--- src/rtl/assert_macros.svh ---
// Assertion helpers used by psa_dpath.
`ifndef ASSERT_MACROS_SVH
`define ASSERT_MACROS_SVH

// Check that cond holds whenever trig holds, in the same cycle.
`define ASSERT_IMP(lbl, clk, rst_n, trig, cond) \
    lbl: assert property (@(posedge clk) disable iff (!rst_n) (trig) |-> (cond)) \
        else $error("assertion failed");

// Check that cond holds in the cycle after trig.
`define ASSERT_NXT(lbl, clk, rst_n, trig, cond) \
    lbl: assert property (@(posedge clk) disable iff (!rst_n) (trig) |=> (cond)) \
        else $error("assertion failed");

`endif

--- src/rtl/psa_pkg.sv ---
package psa_pkg;

    // Pool geometry
    localparam int NPAGES       = 4096;
    localparam int PAGE_W       = 12;
    localparam int LINK_W       = 13;
    localparam int CLASSES      = 128;
    localparam int CNT_W        = 7;
    localparam int LEN_W        = 8;
    localparam int INFO_W       = 8;
    localparam int LIMIT_W      = 13;
    localparam int REGION_PAGES = CLASSES - 1;

    localparam logic [LINK_W-1:0] NIL_LINK = LINK_W'(NPAGES);

    typedef enum logic [1:0] {
        FUNC_ALLOC  = 2'd0,
        FUNC_FREE   = 2'd1,
        FUNC_LOOKUP = 2'd2,
        FUNC_NONE   = 2'd3
    } func_t;

    typedef enum logic [1:0] {
        ST_OK        = 2'd0,
        ST_OOM       = 2'd1,
        ST_UNMAPPED  = 2'd2,
        ST_BAD_COUNT = 2'd3
    } status_t;

    // Datapath micro-operations
    typedef enum logic [4:0] {
        OP_NONE,
        OP_LOAD,
        OP_ERR_OOM,
        OP_ERR_UNMAPPED,
        OP_ERR_COUNT,
        OP_RES_LOOKUP,
        OP_RES_MAP,
        OP_POP_FIN,
        OP_FR_INIT,
        OP_RD_OWN_PREV,
        OP_RD_OWN_NEXT,
        OP_RD_LEN_Q,
        OP_UL_RD,
        OP_UL_WR,
        OP_UL_WR_BK,
        OP_UL_WR_FW,
        OP_FR_FIN,
        OP_PU_WR1,
        OP_PU_WR2,
        OP_MAP,
        OP_SCAN_INIT,
        OP_SCAN_NEXT,
        OP_TAKE,
        OP_SPLIT,
        OP_CUT,
        OP_FRESH,
        OP_OUT
    } op_t;

    typedef enum logic [4:0] {
        S_IDLE, S_DECODE, S_FR_CHK, S_LK_RD, S_LK_RES,
        S_BK0, S_BK1, S_BK2, S_BK3,
        S_FW0, S_FW1, S_FW2, S_FW3,
        S_FR_FIN, S_PU0, S_PU1, S_PU2, S_MAP, S_RES, S_RESCAN,
        S_SCAN, S_TAKE, S_TAKE_UL, S_POP_FIN, S_SPLIT, S_CUT, S_FRESH, S_DONE
    } state_t;

    typedef enum logic [1:0] {
        CTX_FREE,
        CTX_SPLIT,
        CTX_FRESH
    } ctx_t;

    typedef struct packed {
        op_t op;
    } cmd_t;

    typedef struct packed {
        func_t func;
        logic  cnt_zero;
        logic  pid_mapped;
        logic  own_match;
        logic  in_use;
        logic  len_match;
        logic  bk_ok;
        logic  fw_ok;
        logic  merge_ok;
        logic  scan_hit;
        logic  scan_last;
        logic  exact;
        logic  fresh_ok;
        logic  map_last;
        logic  out_free;
    } stat_t;

endpackage

--- src/rtl/psa_ctrl.sv ---
module psa_ctrl (
    input  logic           clk,
    input  logic           rst_n,
    input  logic           in_valid,
    output logic           in_ready,
    input  psa_pkg::stat_t stat,
    output psa_pkg::cmd_t  cmd
);
    import psa_pkg::*;

    state_t state_reg, state_next;
    ctx_t   ctx_reg, ctx_next;

    // State and context registers
    always_ff @(posedge clk or negedge rst_n)
    begin
        if (!rst_n)
        begin
            state_reg <= S_IDLE;
            ctx_reg   <= CTX_FREE;
        end
        else
        begin
            state_reg <= state_next;
            ctx_reg   <= ctx_next;
        end
    end

    // Sequence the micro-operations
    always_comb
    begin
        state_next = state_reg;
        ctx_next   = ctx_reg;
        cmd.op     = OP_NONE;
        in_ready   = (state_reg == S_IDLE);
        unique case (state_reg)
            S_IDLE:
            begin
                if (in_valid)
                begin
                    cmd.op     = OP_LOAD;
                    state_next = S_DECODE;
                end
            end
            S_DECODE:
            begin
                unique case (stat.func)
                    FUNC_ALLOC:
                    begin
                        if (stat.cnt_zero)
                        begin
                            cmd.op     = OP_ERR_COUNT;
                            state_next = S_DONE;
                        end
                        else
                        begin
                            cmd.op     = OP_SCAN_INIT;
                            state_next = S_SCAN;
                        end
                    end
                    FUNC_FREE, FUNC_LOOKUP:
                    begin
                        if (!stat.pid_mapped)
                        begin
                            cmd.op     = OP_ERR_UNMAPPED;
                            state_next = S_DONE;
                        end
                        else if (stat.func == FUNC_FREE)
                        begin
                            state_next = S_FR_CHK;
                        end
                        else
                        begin
                            state_next = S_LK_RD;
                        end
                    end
                    FUNC_NONE:
                    begin
                        cmd.op     = OP_ERR_COUNT;
                        state_next = S_DONE;
                    end
                endcase
            end
            S_FR_CHK:
            begin
                if (!stat.own_match || !stat.in_use)
                begin
                    cmd.op     = OP_ERR_UNMAPPED;
                    state_next = S_DONE;
                end
                else if (!stat.len_match)
                begin
                    cmd.op     = OP_ERR_COUNT;
                    state_next = S_DONE;
                end
                else
                begin
                    cmd.op     = OP_FR_INIT;
                    state_next = S_BK0;
                end
            end
            S_LK_RD:
            begin
                cmd.op     = OP_RD_LEN_Q;
                state_next = S_LK_RES;
            end
            S_LK_RES:
            begin
                cmd.op     = OP_RES_LOOKUP;
                state_next = S_DONE;
            end
            // Merge with the span before
            S_BK0:
            begin
                if (stat.bk_ok)
                begin
                    cmd.op     = OP_RD_OWN_PREV;
                    state_next = S_BK1;
                end
                else
                begin
                    state_next = S_FW0;
                end
            end
            S_BK1:
            begin
                cmd.op     = OP_RD_LEN_Q;
                state_next = S_BK2;
            end
            S_BK2:
            begin
                if (stat.merge_ok)
                begin
                    cmd.op     = OP_UL_RD;
                    state_next = S_BK3;
                end
                else
                begin
                    state_next = S_FW0;
                end
            end
            S_BK3:
            begin
                cmd.op     = OP_UL_WR_BK;
                state_next = S_BK0;
            end
            // Merge with the span after
            S_FW0:
            begin
                if (stat.fw_ok)
                begin
                    cmd.op     = OP_RD_OWN_NEXT;
                    state_next = S_FW1;
                end
                else
                begin
                    state_next = S_FR_FIN;
                end
            end
            S_FW1:
            begin
                cmd.op     = OP_RD_LEN_Q;
                state_next = S_FW2;
            end
            S_FW2:
            begin
                if (stat.merge_ok)
                begin
                    cmd.op     = OP_UL_RD;
                    state_next = S_FW3;
                end
                else
                begin
                    state_next = S_FR_FIN;
                end
            end
            S_FW3:
            begin
                cmd.op     = OP_UL_WR_FW;
                state_next = S_FW0;
            end
            S_FR_FIN:
            begin
                cmd.op     = OP_FR_FIN;
                ctx_next   = CTX_FREE;
                state_next = S_PU0;
            end
            // Push onto a free list
            S_PU0:
            begin
                state_next = S_PU1;
            end
            S_PU1:
            begin
                cmd.op     = OP_PU_WR1;
                state_next = S_PU2;
            end
            S_PU2:
            begin
                cmd.op     = OP_PU_WR2;
                state_next = (ctx_reg == CTX_SPLIT) ? S_CUT : S_MAP;
            end
            S_MAP:
            begin
                cmd.op = OP_MAP;
                if (stat.map_last)
                begin
                    state_next = (ctx_reg == CTX_FRESH) ? S_RESCAN : S_RES;
                end
            end
            S_RES:
            begin
                cmd.op     = OP_RES_MAP;
                state_next = S_DONE;
            end
            S_RESCAN:
            begin
                cmd.op     = OP_SCAN_INIT;
                state_next = S_SCAN;
            end
            // Search the free lists upward from the requested size
            S_SCAN:
            begin
                if (stat.scan_hit)
                begin
                    state_next = S_TAKE;
                end
                else if (stat.scan_last)
                begin
                    state_next = S_FRESH;
                end
                else
                begin
                    cmd.op = OP_SCAN_NEXT;
                end
            end
            S_TAKE:
            begin
                cmd.op     = OP_TAKE;
                state_next = S_TAKE_UL;
            end
            S_TAKE_UL:
            begin
                cmd.op     = OP_UL_WR;
                state_next = stat.exact ? S_POP_FIN : S_SPLIT;
            end
            S_POP_FIN:
            begin
                cmd.op     = OP_POP_FIN;
                state_next = S_DONE;
            end
            S_SPLIT:
            begin
                cmd.op     = OP_SPLIT;
                ctx_next   = CTX_SPLIT;
                state_next = S_PU0;
            end
            S_CUT:
            begin
                cmd.op     = OP_CUT;
                state_next = S_MAP;
            end
            S_FRESH:
            begin
                if (stat.fresh_ok)
                begin
                    cmd.op     = OP_FRESH;
                    ctx_next   = CTX_FRESH;
                    state_next = S_PU0;
                end
                else
                begin
                    cmd.op     = OP_ERR_OOM;
                    state_next = S_DONE;
                end
            end
            S_DONE:
            begin
                if (stat.out_free)
                begin
                    cmd.op     = OP_OUT;
                    state_next = S_IDLE;
                end
            end
            default:
            begin
                state_next = S_IDLE;
            end
        endcase
    end

endmodule

--- config.mk ---
export PLATFORM = sky130hd
export DESIGN_NAME = psa_ctrl
export DESIGN_NICKNAME = d
export VERILOG_FILES = /design/src/rtl/assert_macros.svh /design/src/rtl/psa_pkg.sv /design/src/rtl/psa_ctrl.sv
export SDC_FILE = /design/constraint.sdc
export NUM_CORES = 1
export LEC_CHECK = 0
export BUFFER_PORTS_ARGS = -buffer_cell sky130_fd_sc_hd__buf_2
export CELL_PAD_IN_SITES_DETAIL_PLACEMENT = 0
export CELL_PAD_IN_SITES_GLOBAL_PLACEMENT = 1
export CORE_MARGIN = 10
export CORE_UTILIZATION = 36
export DETAILED_ROUTE_END_ITERATION = 10
export PLACE_DENSITY_LB_ADDON = 0.08
export SKIP_CTS_REPAIR_TIMING = 1
export SLEW_MARGIN = 15
export SYNTH_ARGS = -nofsm -noshare
export SYNTH_HDL_FRONTEND = slang
export SYNTH_SLANG_ARGS = --single-unit
--- constraint.sdc ---
create_clock -name clk -period 1.5 [get_ports clk]
set_input_delay 0.15 -clock clk [delete_from_list [all_inputs] [get_ports clk]]
set_output_delay 0.15 -clock clk [all_outputs]
set_load 0.02 [all_outputs]
==> reports/qor.csv <==
stage,metric,value,unit
yosys,Syn Inst Count,209,
yosys,Yosys cell types,59,
clocking,clk sinks,7,
drt,Initial DRC Count,268,
drt,DRC Markers,0,
die,die width,82.6,microns
sta,# setup viols final,13,
grt,GRT overflow,0,
drt,WL met3,556,microns
worst_setup_path,Crit Path Class,reg -> out,
die,num rows,22,
yosys,Main synth FF type,dfrtp_1,
place,gpl congestion,0.958,
final_layout,# fillers,308,
sta,RSZ-0062 raised after global routing,true,
final_layout,most frequent cells in the layout,"75 x buf_4, 18 x buf_2, 17 x a21oi_1, 15 x nor2_1, 13 x nand2_1",
place,DP HPWL,4.72,mm
drt,top layer reached by signal wires,met4,
worst_setup_path,CP endpoint kind,output pin,
clocking,CTS tree,done,
drt,vias post-DR,2144,
final_layout,max reg flops,5,
die,DIE AREA,6820,sq um
yosys,syn nets,232,
yosys,Synth top area share,0.124,
drt,vias per cell,6.07,
yosys,Synth Register Bits,7,
power_and_ir_drop,Leak,1.10,nW
final_layout,ratio of cells with drive above 1 in the final layout,0.531,
drt,Routed wire per std cell,19.1,microns
sta,"Min Clock Period, post-route",2.24,ns
yosys,register area share after synthesis,0.124,
grt,initial antenna violation count,0,
sta,Max Freq,0.447,GHz
die,die height,82.6,microns
status,failing checks,setup timing,
sta,Slew HR,0.712,
drt,"antenna viol nets, final",0,
worst_setup_path,peak fanout along the critical path,6,
drt,metal2 WL,3.16,mm
yosys,synthesized area,1410,sq um
sta,final worst slack,-0.738,ns
yosys,number of flops mapped to enable cells by yosys,0,
yosys,number of synthesis warnings,0,
grt,vias in the first global route,1985,
worst_setup_path,CP Launch Type,flip-flop,
die,num ports,25,
final_layout,# nets final,329,
die,Initial Util,0.379,
sta,Slew @ Worst Pin,0.432,ns
final_layout,"commonest non-fill, non-tap cell in the layout",buf_4,
power_and_ir_drop,PD cells,2510,nW/um^2
yosys,Synth area leaders,"dfrtp_1 12%, a21oi_1 7.1%, nor2_1 5.6%",
clocking,Clock Latency Late Sink,0.24,ns
place,pre-CTS setup slack,-0.501,ns
place,Placed Cells incl. Taps,333,
drt,routed wire length,6.75,mm
clocking,"Reg clk slew, reported paths",0.05,ns
sta,final hold violation count,0,
yosys,asr flop ratio synth,1.00,
place,PortBufs,24,
sta,Tcrit/Tclk final,1.49,
clocking,Max Buffers Root-to-Sink,2,
min_path,Hold Path Class,in -> async,
die,core area,3720,sq um
sta,fin. max-slew vios,0,
final_layout,Antenna diodes,0,
yosys,Avg Synthesized Cell Area,6.75,sq um
yosys,post-synth top area cell,dfrtp_1,
grt,GRT Overall Usage,0.178,
drt,DR pass1 iterations,5,
run,Max-Cap Viols,0,
clocking,clock tree root buffer cell,clkbuf_8,
clocking,htree depth,1,
drt,Routed met1 length,2.68,mm
final_layout,fin cells,353,
final_layout,synth-to-layout area growth,78.4,%
power_and_ir_drop,Max VDD drop,1.25,mV
worst_setup_path,Critical Path AT,2.09,ns
status,status,"finished, violations left",
grt,largest net degree at the start of global routing,28,
sta,Clock Skew,0.00407,ns
clocking,Num CTS Buffers,3,
grt,first-pass GRT wire length,9.58,mm
worst_setup_path,WP data required,1.35,ns
-- stage by stage --
step	total power, mW	hold slack [ns]	TNS, ns	util	cell area (sq um)
2_1_floorplan	2.98	-0.146	-0.856	-	1470
3_3_place_gp	4.59	-0.0101	-4.44	0.552	2050
3_5_place_dp	4.62	-0.00207	-4.71	0.552	2050
4_1_cts	4.92	-0.250	-6.29	0.564	2100
5_1_grt	6.68	0.280	-6.71	0.677	2520
6_report	6.33	0.280	-6.04	0.677	2520
-- where the power goes --
group / internal, mW / total, mW / switching (mW)
Sequential: 0.302 / 0.442 / 0.141
Combinational: 2.77 / 5.60 / 2.82
Clock: 0.186 / 0.287 / 0.101
-- worst paths after layout --
path                       cells past startpoint  slack (ns)            to    startpoint
min reg2reg                                    2        0.53    ctx_reg[0]    ctx_reg[0]
max reg2reg                                    7       -0.45  state_reg[3]  state_reg[0]
max in group asynchronous                      2        1.04  state_reg[4]         rst_n
min in group clk                               2        0.29    ctx_reg[1]       stat[2]
min                                            2        0.28    ctx_reg[0]         rst_n
max                                            7       -0.74        cmd[1]  state_reg[1]
-- synth_stat cells (3+ instances only) --
library cell	instances
a211oi_1	4
a21oi_1	20
a31oi_1	7
and3_1	3
buf_2	11
buf_4	3
dfrtp_1	7
ha_1	4
inv_1	6
nand2_1	15
nand2b_1	11
nand3_1	4
nor2_1	21
nor2b_1	5
nor3_1	11
nor4_1	3
o2111ai_1	3
o21ai_0	13
o221ai_1	3
o22ai_1	5
xnor2_1	3
-- routing by layer --
layer	vias up	track usage
met1	993	0.220
met3	32	0.0324
met5	-	0
met2	135	0.291
li1	984	-
met4	0	0.0836
-- cell type report --
cell class	instances	area, sq um	share of cell area
clock buffer	4	45.0	0.0179
inverter	7	26.3	0.0104
multi-input combinational	177	1330	0.529
sequential	7	181	0.0721
tap	48	60.1	0.0239
timing repair buffer	110	873	0.347
-- worst max-delay path: stages (launching register included) --
cell	delay [ns]
dfrtp_2	0.41
buf_6	0.14
and3_4	0.18
a222oi_1	0.45
buf_4	0.21
o221ai_2	0.08
or2_4	0.25
buf_6	0.13
-- cells by family after synthesis --
logic type      share of synthesized area
compound gates                      0.367
xor+xnor                           0.0248
fa+ha+maj                          0.0355
buf+inv                            0.0896
flops                               0.124
mux                               0.00710
simple gates                        0.351
Power figures use the tool's default switching activity.
